===== src/ppal_pkg.sv =====
// ppal_pkg: shared constants, types and sequencer codes for the pH probe
// averaging block. No dependencies; the RTL uses scoped names, the test imports it.

package ppal_pkg;

    // Block averaging and ADC scaling
    localparam int AVG_SAMPLES    = 250;
    localparam int ADC_FULL_SCALE = 4096;
    localparam int AVG_HALF       = AVG_SAMPLES / 2;

    // Field widths
    localparam int CODE_W     = 12;
    localparam int VOLT_W     = 20;
    localparam int PH_W       = 24;
    localparam int SUM_W      = 28;
    localparam int CNT_W      = $clog2(AVG_SAMPLES + 1);
    localparam int CFG_IDX_W  = 3;
    localparam int CFG_DATA_W = 24;

    // volts = code * cal * VOLT_NUM / (vref * VOLT_DEN), Q4.16
    localparam longint VOLT_NUM = 33 * 65536;
    localparam longint VOLT_DEN = ADC_FULL_SCALE * 10;

    // Shared divider geometry
    localparam int DIV_QW    = VOLT_W;
    localparam int DIV_DW    = CODE_W + $clog2(VOLT_DEN);
    localparam int DIV_NW    = 2 * CODE_W + $clog2(VOLT_NUM);
    localparam int DIV_SH_W  = DIV_DW + DIV_QW - 1;
    localparam int DIV_CNT_W = $clog2(DIV_QW + 1);

    // Shared multiplier geometry
    localparam int MUL_AW = PH_W + 1;
    localparam int MUL_BW = VOLT_W + 1;
    localparam int MUL_PW = PH_W + VOLT_W + 1;

    // Configuration register map
    typedef enum logic [CFG_IDX_W-1:0] {
        REG_VREF_FACTORY_CODE = 3'd0,
        REG_SOIL_SLOPE        = 3'd1,
        REG_SOIL_OFFSET       = 3'd2,
        REG_WATER_SLOPE       = 3'd3,
        REG_WATER_OFFSET      = 3'd4,
        REG_CALIBRATING       = 3'd5,
        REG_MEASURE_RAW       = 3'd6
    } cfg_reg_t;

    // Sequencer states
    typedef enum logic [4:0] {
        ST_IDLE,
        ST_MUL_S,
        ST_DIV_S_GO,
        ST_DIV_S_WAIT,
        ST_MUL_W,
        ST_DIV_W_GO,
        ST_DIV_W_WAIT,
        ST_ACCUM,
        ST_AVG_S_GO,
        ST_AVG_S_WAIT,
        ST_AVG_W_GO,
        ST_AVG_W_WAIT,
        ST_PH_S_MUL,
        ST_PH_S_ADD,
        ST_PH_W_MUL,
        ST_PH_W_ADD,
        ST_FINISH
    } state_t;

    // Divider request and response
    typedef struct packed {
        logic              start;
        logic [DIV_NW-1:0] num;
        logic [DIV_DW-1:0] den;
    } div_req_t;

    typedef struct packed {
        logic              done;
        logic [DIV_QW-1:0] quot;
    } div_rsp_t;

endpackage


===== src/ppal_if.sv =====
// ppal_if: valid/ready channel interfaces for scans, results and register writes.
// Depends on ppal_pkg for field widths.

interface ppal_scan_if;
    logic                          valid;
    logic                          ready;
    logic [ppal_pkg::CODE_W-1:0]   vref_code;
    logic [ppal_pkg::CODE_W-1:0]   soil_code;
    logic [ppal_pkg::CODE_W-1:0]   water_code;

    modport source (output valid, vref_code, soil_code, water_code, input ready);
    modport sink   (input valid, vref_code, soil_code, water_code, output ready);
endinterface

interface ppal_result_if;
    logic                               valid;
    logic                               ready;
    logic                               status;
    logic        [ppal_pkg::VOLT_W-1:0] soil_volts;
    logic        [ppal_pkg::VOLT_W-1:0] water_volts;
    logic signed [ppal_pkg::PH_W-1:0]   soil_ph_out;
    logic signed [ppal_pkg::PH_W-1:0]   water_ph_out;
    logic signed [ppal_pkg::PH_W-1:0]   prev_soil_ph_out;
    logic signed [ppal_pkg::PH_W-1:0]   prev_water_ph_out;
    logic                               ph_updated;

    modport source (output valid, status, soil_volts, water_volts, soil_ph_out,
                    water_ph_out, prev_soil_ph_out, prev_water_ph_out, ph_updated,
                    input ready);
    modport sink   (input valid, status, soil_volts, water_volts, soil_ph_out,
                    water_ph_out, prev_soil_ph_out, prev_water_ph_out, ph_updated,
                    output ready);
endinterface

interface ppal_cfg_if;
    logic                              valid;
    logic                              ready;
    logic [ppal_pkg::CFG_IDX_W-1:0]    index;
    logic [ppal_pkg::CFG_DATA_W-1:0]   data;

    modport source (output valid, index, data, input ready);
    modport sink   (input valid, index, data, output ready);
endinterface


===== src/ph_probe_average_linear.sv =====
// ph_probe_average_linear: top level; sequencer, shared multiplier, block state.
// Depends on ppal_pkg, the ppal_if interfaces and ppal_div.
//
//   channel | dir | beat
//   --------+-----+-----------------------------------------------------------
//   cfg     | in  | register index and write data
//   scan    | in  | vref_code, soil_code, water_code
//   result  | out | status, volts, pH, previous pH, ph_updated
//
// A result loads once the soil and water volts of its scan are computed, after
// the averages and pH lines too when it closes a block of AVG_SAMPLES, and with
// no arithmetic when the reference code is zero; the next scan is taken in the
// cycle after the load. The 20-step divider dominates: two volts divisions per
// scan, two more for the averages. Reset clears all sums, averages and pH and
// loads the register defaults. A new scan is taken while a result still waits;
// the next result waits in the sequencer until the output register frees.

module ph_probe_average_linear
(
    input  logic          clk,
    input  logic          rst_n,
    ppal_cfg_if.sink      cfg,
    ppal_scan_if.sink     scan,
    ppal_result_if.source result
);

    localparam int CW = ppal_pkg::CODE_W;
    localparam int VW = ppal_pkg::VOLT_W;
    localparam int PW = ppal_pkg::PH_W;
    localparam int SW = ppal_pkg::SUM_W;
    localparam int NW = ppal_pkg::DIV_NW;
    localparam int DW = ppal_pkg::DIV_DW;

    ppal_pkg::state_t state_reg, state_next;

    // configuration
    logic        [CW-1:0] vref_cal_reg;
    logic signed [PW-1:0] soil_slope_reg, soil_offset_reg;
    logic signed [PW-1:0] water_slope_reg, water_offset_reg;
    logic                 calibrating_reg, measure_raw_reg;

    // block state
    logic [ppal_pkg::CNT_W-1:0] cnt_reg, cnt_next;
    logic [SW-1:0]        soil_sum_reg, soil_sum_next, water_sum_reg, water_sum_next;
    logic [VW-1:0]        soil_avg_reg, soil_avg_next, water_avg_reg, water_avg_next;
    logic signed [PW-1:0] soil_ph_reg, soil_ph_next, water_ph_reg, water_ph_next;
    logic signed [PW-1:0] prev_soil_reg, prev_soil_next, prev_water_reg, prev_water_next;
    logic                 status_reg, status_next, updated_reg, updated_next;

    // scan payload and intermediates
    logic [CW-1:0]        vref_code_reg, vref_code_next;
    logic [CW-1:0]        soil_code_reg, soil_code_next, water_code_reg, water_code_next;
    logic [VW-1:0]        sv_reg, sv_next, wv_reg, wv_next;
    logic signed [ppal_pkg::MUL_PW-1:0] mul_reg, mul_next;

    // result register
    logic                 res_valid_reg, res_valid_next, res_load;
    logic                 res_status_reg, res_updated_reg;
    logic [VW-1:0]        res_soil_v_reg, res_water_v_reg;
    logic signed [PW-1:0] res_soil_ph_reg, res_water_ph_reg;
    logic signed [PW-1:0] res_prev_soil_reg, res_prev_water_reg;

    // shared units
    logic signed [ppal_pkg::MUL_AW-1:0] mul_a;
    logic signed [ppal_pkg::MUL_BW-1:0] mul_b;
    logic signed [ppal_pkg::MUL_AW+ppal_pkg::MUL_BW-1:0] mul_full;
    ppal_pkg::div_req_t div_req;
    ppal_pkg::div_rsp_t div_rsp;

    logic [DW-1:0]             volt_den;
    logic [NW-1:0]             volt_num;
    logic [ppal_pkg::CNT_W-1:0] cnt_inc;
    logic                      scan_ready;

    function automatic logic [SW-1:0] sum_sat(input logic [SW-1:0] s, input logic [VW-1:0] v);
        logic [SW:0] t;
        t = (SW+1)'(s) + (SW+1)'(v);
        return t[SW] ? '1 : t[SW-1:0];
    endfunction

    // round half up of slope*avg in Q16, add the offset, clamp to Q8.16
    function automatic logic signed [PW-1:0] ph_line(
        input logic signed [ppal_pkg::MUL_PW-1:0] prod,
        input logic signed [PW-1:0]               off
    );
        logic signed [ppal_pkg::MUL_PW-1:0]    p;
        logic signed [ppal_pkg::MUL_PW-17:0]   q;
        logic signed [ppal_pkg::MUL_PW-16:0]   r;
        logic signed [PW-1:0]                  res;
        p = prod + ppal_pkg::MUL_PW'(32768);
        q = (ppal_pkg::MUL_PW-16)'(p >>> 16);
        r = (ppal_pkg::MUL_PW-15)'(q) + (ppal_pkg::MUL_PW-15)'(off);
        if (r > (ppal_pkg::MUL_PW-15)'(signed'(24'sh7FFFFF)))
            res = 24'sh7FFFFF;
        else if (r < (ppal_pkg::MUL_PW-15)'(signed'(24'sh800000)))
            res = 24'sh800000;
        else
            res = r[PW-1:0];
        return res;
    endfunction

    ppal_div u_div
    (
        .clk   (clk),
        .rst_n (rst_n),
        .req   (div_req),
        .rsp   (div_rsp)
    );

    // Volts operands: numerator scaled plus half the divisor for rounding
    assign volt_den = DW'(vref_code_reg) * DW'(ppal_pkg::VOLT_DEN);
    assign volt_num = NW'(mul_reg[2*CW-1:0]) * NW'(ppal_pkg::VOLT_NUM)
                    + NW'(volt_den >> 1);
    assign cnt_inc  = cnt_reg + ppal_pkg::CNT_W'(1);
    assign mul_full = mul_a * mul_b;
    assign mul_next = $signed(mul_full[ppal_pkg::MUL_PW-1:0]);

    // Sequencer: next state, unit operands and state updates
    always_comb
    begin
        state_next      = state_reg;
        scan_ready      = 1'b0;
        res_load        = 1'b0;
        mul_a           = '0;
        mul_b           = '0;
        div_req         = '0;
        cnt_next        = cnt_reg;
        soil_sum_next   = soil_sum_reg;
        water_sum_next  = water_sum_reg;
        soil_avg_next   = soil_avg_reg;
        water_avg_next  = water_avg_reg;
        soil_ph_next    = soil_ph_reg;
        water_ph_next   = water_ph_reg;
        prev_soil_next  = prev_soil_reg;
        prev_water_next = prev_water_reg;
        status_next     = status_reg;
        updated_next    = updated_reg;
        vref_code_next  = vref_code_reg;
        soil_code_next  = soil_code_reg;
        water_code_next = water_code_reg;
        sv_next         = sv_reg;
        wv_next         = wv_reg;

        case (state_reg)
            ppal_pkg::ST_IDLE:
            begin
                scan_ready = 1'b1;
                if (scan.valid)
                begin
                    vref_code_next  = scan.vref_code;
                    soil_code_next  = scan.soil_code;
                    water_code_next = scan.water_code;
                    updated_next    = 1'b0;
                    // zero reference: report and touch nothing
                    if (scan.vref_code == '0)
                    begin
                        status_next = 1'b1;
                        state_next  = ppal_pkg::ST_FINISH;
                    end
                    else
                    begin
                        status_next = 1'b0;
                        state_next  = ppal_pkg::ST_MUL_S;
                    end
                end
            end
            ppal_pkg::ST_MUL_S:
            begin
                mul_a      = ppal_pkg::MUL_AW'(soil_code_reg);
                mul_b      = ppal_pkg::MUL_BW'(vref_cal_reg);
                state_next = ppal_pkg::ST_DIV_S_GO;
            end
            ppal_pkg::ST_DIV_S_GO:
            begin
                div_req.start = 1'b1;
                div_req.num   = volt_num;
                div_req.den   = volt_den;
                state_next    = ppal_pkg::ST_DIV_S_WAIT;
            end
            ppal_pkg::ST_DIV_S_WAIT:
            begin
                if (div_rsp.done)
                begin
                    sv_next    = div_rsp.quot;
                    state_next = ppal_pkg::ST_MUL_W;
                end
            end
            ppal_pkg::ST_MUL_W:
            begin
                mul_a      = ppal_pkg::MUL_AW'(water_code_reg);
                mul_b      = ppal_pkg::MUL_BW'(vref_cal_reg);
                state_next = ppal_pkg::ST_DIV_W_GO;
            end
            ppal_pkg::ST_DIV_W_GO:
            begin
                div_req.start = 1'b1;
                div_req.num   = volt_num;
                div_req.den   = volt_den;
                state_next    = ppal_pkg::ST_DIV_W_WAIT;
            end
            ppal_pkg::ST_DIV_W_WAIT:
            begin
                if (div_rsp.done)
                begin
                    wv_next    = div_rsp.quot;
                    state_next = ppal_pkg::ST_ACCUM;
                end
            end
            ppal_pkg::ST_ACCUM:
            begin
                if (calibrating_reg)
                begin
                    // calibration: hold the block, force pH to zero; raw mode shows the scan volts
                    if (measure_raw_reg)
                    begin
                        soil_avg_next  = sv_reg;
                        water_avg_next = wv_reg;
                    end
                    soil_ph_next  = '0;
                    water_ph_next = '0;
                    state_next    = ppal_pkg::ST_FINISH;
                end
                else
                begin
                    soil_sum_next  = sum_sat(soil_sum_reg, sv_reg);
                    water_sum_next = sum_sat(water_sum_reg, wv_reg);
                    if (cnt_inc >= ppal_pkg::CNT_W'(ppal_pkg::AVG_SAMPLES))
                    begin
                        cnt_next   = '0;
                        state_next = ppal_pkg::ST_AVG_S_GO;
                    end
                    else
                    begin
                        cnt_next   = cnt_inc;
                        state_next = ppal_pkg::ST_FINISH;
                    end
                end
            end
            ppal_pkg::ST_AVG_S_GO:
            begin
                div_req.start = 1'b1;
                div_req.num   = NW'(soil_sum_reg) + NW'(ppal_pkg::AVG_HALF);
                div_req.den   = DW'(ppal_pkg::AVG_SAMPLES);
                state_next    = ppal_pkg::ST_AVG_S_WAIT;
            end
            ppal_pkg::ST_AVG_S_WAIT:
            begin
                if (div_rsp.done)
                begin
                    soil_avg_next = div_rsp.quot;
                    state_next    = ppal_pkg::ST_AVG_W_GO;
                end
            end
            ppal_pkg::ST_AVG_W_GO:
            begin
                div_req.start = 1'b1;
                div_req.num   = NW'(water_sum_reg) + NW'(ppal_pkg::AVG_HALF);
                div_req.den   = DW'(ppal_pkg::AVG_SAMPLES);
                state_next    = ppal_pkg::ST_AVG_W_WAIT;
            end
            ppal_pkg::ST_AVG_W_WAIT:
            begin
                if (div_rsp.done)
                begin
                    water_avg_next = div_rsp.quot;
                    soil_sum_next  = '0;
                    water_sum_next = '0;
                    state_next     = ppal_pkg::ST_PH_S_MUL;
                end
            end
            ppal_pkg::ST_PH_S_MUL:
            begin
                mul_a           = ppal_pkg::MUL_AW'(soil_slope_reg);
                mul_b           = ppal_pkg::MUL_BW'(soil_avg_reg);
                prev_soil_next  = soil_ph_reg;
                prev_water_next = water_ph_reg;
                state_next      = ppal_pkg::ST_PH_S_ADD;
            end
            ppal_pkg::ST_PH_S_ADD:
            begin
                soil_ph_next = ph_line(mul_reg, soil_offset_reg);
                state_next   = ppal_pkg::ST_PH_W_MUL;
            end
            ppal_pkg::ST_PH_W_MUL:
            begin
                mul_a      = ppal_pkg::MUL_AW'(water_slope_reg);
                mul_b      = ppal_pkg::MUL_BW'(water_avg_reg);
                state_next = ppal_pkg::ST_PH_W_ADD;
            end
            ppal_pkg::ST_PH_W_ADD:
            begin
                water_ph_next = ph_line(mul_reg, water_offset_reg);
                updated_next  = 1'b1;
                state_next    = ppal_pkg::ST_FINISH;
            end
            ppal_pkg::ST_FINISH:
            begin
                // hand over once the output register is free
                if (!res_valid_reg || result.ready)
                begin
                    res_load   = 1'b1;
                    state_next = ppal_pkg::ST_IDLE;
                end
            end
            default:
            begin
                state_next = ppal_pkg::ST_IDLE;
            end
        endcase
    end

    // Output register valid: set on load, drop when the beat is taken
    always_comb
    begin
        res_valid_next = res_valid_reg;
        if (res_load)
            res_valid_next = 1'b1;
        else if (result.ready)
            res_valid_next = 1'b0;
    end

    // State, block state and configuration
    always_ff @(posedge clk or negedge rst_n)
    begin
        if (!rst_n)
        begin
            state_reg        <= ppal_pkg::ST_IDLE;
            res_valid_reg    <= 1'b0;
            cnt_reg          <= '0;
            soil_sum_reg     <= '0;
            water_sum_reg    <= '0;
            soil_avg_reg     <= '0;
            water_avg_reg    <= '0;
            soil_ph_reg      <= '0;
            water_ph_reg     <= '0;
            prev_soil_reg    <= '0;
            prev_water_reg   <= '0;
            status_reg       <= 1'b0;
            updated_reg      <= 1'b0;
            vref_cal_reg     <= CW'(1527);
            soil_slope_reg   <= '0;
            soil_offset_reg  <= '0;
            water_slope_reg  <= '0;
            water_offset_reg <= '0;
            calibrating_reg  <= 1'b0;
            measure_raw_reg  <= 1'b0;
        end
        else
        begin
            state_reg      <= state_next;
            res_valid_reg  <= res_valid_next;
            cnt_reg        <= cnt_next;
            soil_sum_reg   <= soil_sum_next;
            water_sum_reg  <= water_sum_next;
            soil_avg_reg   <= soil_avg_next;
            water_avg_reg  <= water_avg_next;
            soil_ph_reg    <= soil_ph_next;
            water_ph_reg   <= water_ph_next;
            prev_soil_reg  <= prev_soil_next;
            prev_water_reg <= prev_water_next;
            status_reg     <= status_next;
            updated_reg    <= updated_next;

            // register write beat; unknown indexes drop
            if (cfg.valid)
            begin
                case (cfg.index)
                    ppal_pkg::REG_VREF_FACTORY_CODE: vref_cal_reg     <= cfg.data[CW-1:0];
                    ppal_pkg::REG_SOIL_SLOPE:        soil_slope_reg   <= cfg.data;
                    ppal_pkg::REG_SOIL_OFFSET:       soil_offset_reg  <= cfg.data;
                    ppal_pkg::REG_WATER_SLOPE:       water_slope_reg  <= cfg.data;
                    ppal_pkg::REG_WATER_OFFSET:      water_offset_reg <= cfg.data;
                    ppal_pkg::REG_CALIBRATING:       calibrating_reg  <= cfg.data[0];
                    ppal_pkg::REG_MEASURE_RAW:       measure_raw_reg  <= cfg.data[0];
                    default:
                    begin
                    end
                endcase
            end
        end
    end

    // Scan payload, intermediates and result fields
    always_ff @(posedge clk)
    begin
        vref_code_reg  <= vref_code_next;
        soil_code_reg  <= soil_code_next;
        water_code_reg <= water_code_next;
        sv_reg         <= sv_next;
        wv_reg         <= wv_next;
        mul_reg        <= mul_next;
        if (res_load)
        begin
            res_status_reg     <= status_reg;
            res_updated_reg    <= updated_reg;
            res_soil_v_reg     <= soil_avg_reg;
            res_water_v_reg    <= water_avg_reg;
            res_soil_ph_reg    <= soil_ph_reg;
            res_water_ph_reg   <= water_ph_reg;
            res_prev_soil_reg  <= prev_soil_reg;
            res_prev_water_reg <= prev_water_reg;
        end
    end

    assign cfg.ready  = 1'b1;
    assign scan.ready = scan_ready;

    assign result.valid             = res_valid_reg;
    assign result.status            = res_status_reg;
    assign result.soil_volts        = res_soil_v_reg;
    assign result.water_volts       = res_water_v_reg;
    assign result.soil_ph_out       = res_soil_ph_reg;
    assign result.water_ph_out      = res_water_ph_reg;
    assign result.prev_soil_ph_out  = res_prev_soil_reg;
    assign result.prev_water_ph_out = res_prev_water_reg;
    assign result.ph_updated        = res_updated_reg;

endmodule


===== src/ppal_div.sv =====
// ppal_div: restoring divider, one quotient bit per cycle, saturating quotient.
// Depends on ppal_pkg for widths and the request/response structs.

module ppal_div
(
    input  logic               clk,
    input  logic               rst_n,
    input  ppal_pkg::div_req_t req,
    output ppal_pkg::div_rsp_t rsp
);

    logic                               busy_reg, busy_next;
    logic                               done_reg, done_next;
    logic [ppal_pkg::DIV_CNT_W-1:0]     cnt_reg, cnt_next;
    logic                               sat_reg, sat_next;
    logic [ppal_pkg::DIV_NW-1:0]        rem_reg, rem_next;
    logic [ppal_pkg::DIV_SH_W-1:0]      dsh_reg, dsh_next;
    logic [ppal_pkg::DIV_QW-1:0]        quot_reg, quot_next;
    logic [ppal_pkg::DIV_SH_W-1:0]      rem_ext;
    logic [ppal_pkg::DIV_NW-1:0]        num_hi;

    // Load on start, then trial-subtract the shifted divisor once per cycle
    always_comb
    begin
        busy_next = busy_reg;
        done_next = 1'b0;
        cnt_next  = cnt_reg;
        sat_next  = sat_reg;
        rem_next  = rem_reg;
        dsh_next  = dsh_reg;
        quot_next = quot_reg;
        rem_ext   = ppal_pkg::DIV_SH_W'(rem_reg);
        num_hi    = req.num >> ppal_pkg::DIV_QW;

        if (req.start)
        begin
            busy_next = 1'b1;
            cnt_next  = ppal_pkg::DIV_CNT_W'(ppal_pkg::DIV_QW);
            // quotient cannot fit: flag saturation, the steps still run
            sat_next  = (num_hi >= ppal_pkg::DIV_NW'(req.den));
            rem_next  = req.num;
            dsh_next  = ppal_pkg::DIV_SH_W'(req.den) << (ppal_pkg::DIV_QW - 1);
            quot_next = '0;
        end
        else if (busy_reg)
        begin
            if (rem_ext >= dsh_reg)
            begin
                rem_next  = ppal_pkg::DIV_NW'(rem_ext - dsh_reg);
                quot_next = {quot_reg[ppal_pkg::DIV_QW-2:0], 1'b1};
            end
            else
            begin
                quot_next = {quot_reg[ppal_pkg::DIV_QW-2:0], 1'b0};
            end
            dsh_next = dsh_reg >> 1;
            cnt_next = cnt_reg - ppal_pkg::DIV_CNT_W'(1);
            if (cnt_reg == ppal_pkg::DIV_CNT_W'(1))
            begin
                busy_next = 1'b0;
                done_next = 1'b1;
            end
        end
    end

    // Control state
    always_ff @(posedge clk or negedge rst_n)
    begin
        if (!rst_n)
        begin
            busy_reg <= 1'b0;
            done_reg <= 1'b0;
            cnt_reg  <= '0;
        end
        else
        begin
            busy_reg <= busy_next;
            done_reg <= done_next;
            cnt_reg  <= cnt_next;
        end
    end

    // Datapath
    always_ff @(posedge clk)
    begin
        sat_reg  <= sat_next;
        rem_reg  <= rem_next;
        dsh_reg  <= dsh_next;
        quot_reg <= quot_next;
    end

    assign rsp.done = done_reg;
    assign rsp.quot = sat_reg ? '1 : quot_reg;

endmodule


===== src/flat_wrapper.sv =====
// flat-port wrapper written by rule: the top's interface ports become plain ports
module ph_probe_average_linear_flat 
  (clk, rst_n, cfg_valid, cfg_index, cfg_data, cfg_ready, scan_valid, scan_vref_code, scan_soil_code, scan_water_code, scan_ready, result_valid, result_status, result_soil_volts, result_water_volts, result_soil_ph_out, result_water_ph_out, result_prev_soil_ph_out, result_prev_water_ph_out, result_ph_updated, result_ready);
  ppal_cfg_if cfg_i ();
  ppal_scan_if scan_i ();
  ppal_result_if result_i ();
  input  logic clk;
  input  logic rst_n;
  input wire logic [$bits(cfg_i.valid)-1:0] cfg_valid;
  input wire logic [$bits(cfg_i.index)-1:0] cfg_index;
  input wire logic [$bits(cfg_i.data)-1:0] cfg_data;
  output wire logic [$bits(cfg_i.ready)-1:0] cfg_ready;
  input wire logic [$bits(scan_i.valid)-1:0] scan_valid;
  input wire logic [$bits(scan_i.vref_code)-1:0] scan_vref_code;
  input wire logic [$bits(scan_i.soil_code)-1:0] scan_soil_code;
  input wire logic [$bits(scan_i.water_code)-1:0] scan_water_code;
  output wire logic [$bits(scan_i.ready)-1:0] scan_ready;
  output wire logic [$bits(result_i.valid)-1:0] result_valid;
  output wire logic [$bits(result_i.status)-1:0] result_status;
  output wire logic [$bits(result_i.soil_volts)-1:0] result_soil_volts;
  output wire logic [$bits(result_i.water_volts)-1:0] result_water_volts;
  output wire logic [$bits(result_i.soil_ph_out)-1:0] result_soil_ph_out;
  output wire logic [$bits(result_i.water_ph_out)-1:0] result_water_ph_out;
  output wire logic [$bits(result_i.prev_soil_ph_out)-1:0] result_prev_soil_ph_out;
  output wire logic [$bits(result_i.prev_water_ph_out)-1:0] result_prev_water_ph_out;
  output wire logic [$bits(result_i.ph_updated)-1:0] result_ph_updated;
  input wire logic [$bits(result_i.ready)-1:0] result_ready;
  assign cfg_i.valid = cfg_valid;
  assign cfg_i.index = cfg_index;
  assign cfg_i.data = cfg_data;
  assign cfg_ready = cfg_i.ready;
  assign scan_i.valid = scan_valid;
  assign scan_i.vref_code = scan_vref_code;
  assign scan_i.soil_code = scan_soil_code;
  assign scan_i.water_code = scan_water_code;
  assign scan_ready = scan_i.ready;
  assign result_valid = result_i.valid;
  assign result_status = result_i.status;
  assign result_soil_volts = result_i.soil_volts;
  assign result_water_volts = result_i.water_volts;
  assign result_soil_ph_out = result_i.soil_ph_out;
  assign result_water_ph_out = result_i.water_ph_out;
  assign result_prev_soil_ph_out = result_i.prev_soil_ph_out;
  assign result_prev_water_ph_out = result_i.prev_water_ph_out;
  assign result_ph_updated = result_i.ph_updated;
  assign result_i.ready = result_ready;
  ph_probe_average_linear u_core (.clk(clk), .rst_n(rst_n), .cfg(cfg_i), .scan(scan_i), .result(result_i));
endmodule

===== config.mk =====
export PLATFORM = sky130hd
export DESIGN_NAME = ph_probe_average_linear_flat
export DESIGN_NICKNAME = d
export VERILOG_FILES = /design/src/ppal_pkg.sv /design/src/ppal_if.sv /design/src/ph_probe_average_linear.sv /design/src/ppal_div.sv /design/src/flat_wrapper.sv
export SDC_FILE = /design/constraint.sdc
export NUM_CORES = 2
export LEC_CHECK = 0
export ABC_AREA = 1
export BUFFER_PORTS_ARGS = -buffer_cell sky130_fd_sc_hd__buf_2
export CAP_MARGIN = 20
export CELL_PAD_IN_SITES_DETAIL_PLACEMENT = 1
export CELL_PAD_IN_SITES_GLOBAL_PLACEMENT = 1
export CORE_MARGIN = 2
export CORE_UTILIZATION = 41
export CTS_CLUSTER_SIZE = 30
export DETAILED_ROUTE_END_ITERATION = 6
export PLACE_DENSITY_LB_ADDON = 0.1
export SLEW_MARGIN = 25
export SYNTH_ARGS = -nofsm -noshare
export SYNTH_HDL_FRONTEND = slang
export SYNTH_HIERARCHICAL = 1
export SYNTH_SLANG_ARGS = --single-unit

===== constraint.sdc =====
create_clock -name clk -period 8.27 [get_ports clk]
set_clock_uncertainty 0.2 [all_clocks]
set_input_delay 1.2405 -clock clk [delete_from_list [all_inputs] [get_ports clk]]
set_output_delay 1.2405 -clock clk [all_outputs]
set_load 0.01 [all_outputs]

==> summary.txt <==
Run status: finished, final reports clean
Yosys Warn Count: 6
First-pass GRT wire length: 336000 microns
GRT Residual Overflow: 0
Pwr dens: 262 nW/um^2
Initial antenna violation count: 3
Worst path most repeated cell: fa_1
Data required, critical path: 8600 ps
Post-synth EDFFs: 289
Max-slew violations: 0
Main synth FF type: dfrtp_1
Max_cap viols: 0
DR WL/cell: 21.8 microns
Die Y: 388 microns
Tot GR Track Use: 29.0%
Area delta synth->final: 12.0%
Largest net degree at the start of global routing: 98
Post-route DRC violation count: 0
Avg Synthesized Cell Area: 7.80 sq um
Core area: 146000 sq um
Vias per cell: 5.23
Total CTS buffers: 82
Max IR drop VDD: 0.293 mV
Starting Density: 41.4%
IO Count: 209
Mapped Area: 60500 sq um
Nets: 8964
RD Place Congestion: 0.931
Worst Setup End Kind: flop
Clk_lat worst skew: 710 ps
Vias: 52300
Post-place setup slack: -221 ps
Commonest non-fill, non-tap cell in the layout: nand2_1
1st-iter DRT viols: 3315
Post-synth ARST share: 46.6%
Yosys reg bits: 698
Slowest cell on crit path: fa_1
FP Rows: 140
Fillers: 17900
DR pass1 iterations: 5
Share of cells above drive strength 1: 9.37%
Worst-path clk slew: 60 ps
CP Class: reg -> reg
Setup crit start kind: flop
Buffers on Ports: 207
Syn Inst Count: 7758
Commonest non-fill, non-tap cells in the layout: nand2_1, inv_1, nor2_1, fa_1, ha_1
Die ar.: 151000 sq um
CP max FO: 11
Hold WC Path Type: reg -> reg
Worst slew pin tran: 1080 ps
N_diodes: 0
Vias in the first global route: 55100
Final period utilization: 96.7%
Finished Core Util: 46.4%
CTS sink count: 698
Netlist cell types: 72
Sequential cell area fraction in the yosys report: 30.6%
P_leak: 0.0344 uW
Post-route worst setup slack: 269 ps
Final ANT Viol Nets: 0
Peak Freq: 125 MHz
Die Wd: 388 microns
Max clock buf depth: 3
Root Buffer: clkbuf_16
Arrival time of the worst setup path: 8340 ps
Slew headroom: 27.0%
Dpl hpwl: 177000 microns
Fin crit period: 8000 ps
CP max stage delay: 560 ps
Largest register FFs: 47
Hold Worst Slack: 246 ps
Hold buffers post-CTS: 0
CTS tree: built
Drt total wl: 218000 microns
H-Tree Level Count: 3
Final hold violations: 0
# setup viols final: 0
[logic make-up (layout without fill, tap and decap cells)]
group                      count (synthesis)  count (layout)  share of synthesized area, %
AOI/OAI and AO/OA                        904             904                          8.70
other                                      2               9                        0.0124
and+or+nand+nor                         3359            3359                          22.8
DFF                                      698             698                          30.6
buffers and inverters                   1736            2054                          11.0
xor gates and xnor gates                 177             177                          2.56
adders and majority gates                882             882                          24.4
[Yosys cell counts, drive strengths merged (4+ instances only)]
cell,instances,area [sq um]
and2,6,40.0
ha,383,4790
nor3,49,260
dfrtp,316,7910
nor3b,4,35.0
clkbuf,113,435
o22ai,95,632
xnor2,74,648
a21oi,262,1320
nand4,72,472
nand3,351,1820
a22oi,22,170
o21ai,359,1880
nor2,779,3050
fa,499,9990
o21bai,22,165
or2,29,181
edfxtp,289,8680
a21boi,4,30.0
o211ai,34,255
a21o,24,180
o21a,16,120
a22o,14,123
nor4,21,138
clkinv,9,33.8
and3,4,25.0
inv,1539,5780
xor2,103,902
dfstp,9,236
dfxtp,84,1680
nand2,2031,7670
nand3b,13,97.6
a31oi,34,219
a221oi,5,50.0
buf,75,398
[repair_timing]
item | in CTS | in global routing
endpoints found under the setup margin | 12 | 27
hold endpoints to repair | 0 | 0
resized for setup | 11 | 102
buffers inserted | 6 | 12
gates cloned | 0 | 1
pin swaps | 1 | 4
[worst max-delay path, delay by kind of cell, from the launching register on]
family	cells	cell delay, ps
fa+ha+maj	8	4040
simple gates	5	460
xor+xnor	1	150
compound gates	5	1380
flops	1	410
buf+inv	9	1150
[cell type report]
type | instances | area [sq um] | area share (%)
Clock buffer | 114 | 2300 | 3.40
Clock inverter | 39 | 494 | 0.729
Inverter | 1548 | 5870 | 8.66
Multi-Input combinational cell | 5331 | 35800 | 52.8
Sequential cell | 698 | 18500 | 27.3
Tap cell | 1917 | 2400 | 3.54
Timing Repair Buffer | 353 | 2410 | 3.56
[final timing paths]
check / cells past startpoint / slack, ps / endpoint / from
max in group asynchronous: 3 / 5890 / u_core/soil_ph_reg[18] / rst_n
worst min register to register: 0 / 250 / u_core/result.prev_soil_ph_out[4] / u_core/prev_soil_reg[4]
worst max register to register: 28 / 270 / u_core/mul_reg[39] / u_core/state_reg[4]
worst min-delay path: 0 / 250 / u_core/result.prev_soil_ph_out[4] / u_core/prev_soil_reg[4]
min in group asynchronous: 1 / 360 / u_core/water_avg_reg[3] / rst_n
worst max-delay path: 28 / 270 / u_core/mul_reg[39] / u_core/state_reg[4]
[metrics by stage]
step	setup TNS [ps]	cells	cell area [sq um]	total power (uW)
finish	0	10000	67800	17800
global route	-195	10000	67800	19000
CTS	0	9987	67300	17800
detailed placement	-1320	9828	64400	13800
global placement	-227	9828	64400	13600
floorplan	0	7765	60600	10600
[power breakdown]
| part | switching (uW) | internal (uW) | leakage [uW] | total, uW |
|---|---|---|---|---|
| sequential | 505 | 4570 | 0.00768 | 5080 |
| clock | 1580 | 2220 | 0.00137 | 3800 |
| combinational | 6210 | 2680 | 0.0253 | 8890 |
| total | 8290 | 9470 | 0.0344 | 17800 |
[routing by layer]
layer	share of wire [%]	track usage, %	vias up	wire length (microns)
li1	-	-	24700	-
met5	0.0060	0	-	13
met3	4.1	2.92	261	8890
met4	3.2	8.34	2	6900
met1	47	41.4	26300	103000
met2	45	46.6	1113	99300
Note: power is estimated with default switching activity, not from simulation.
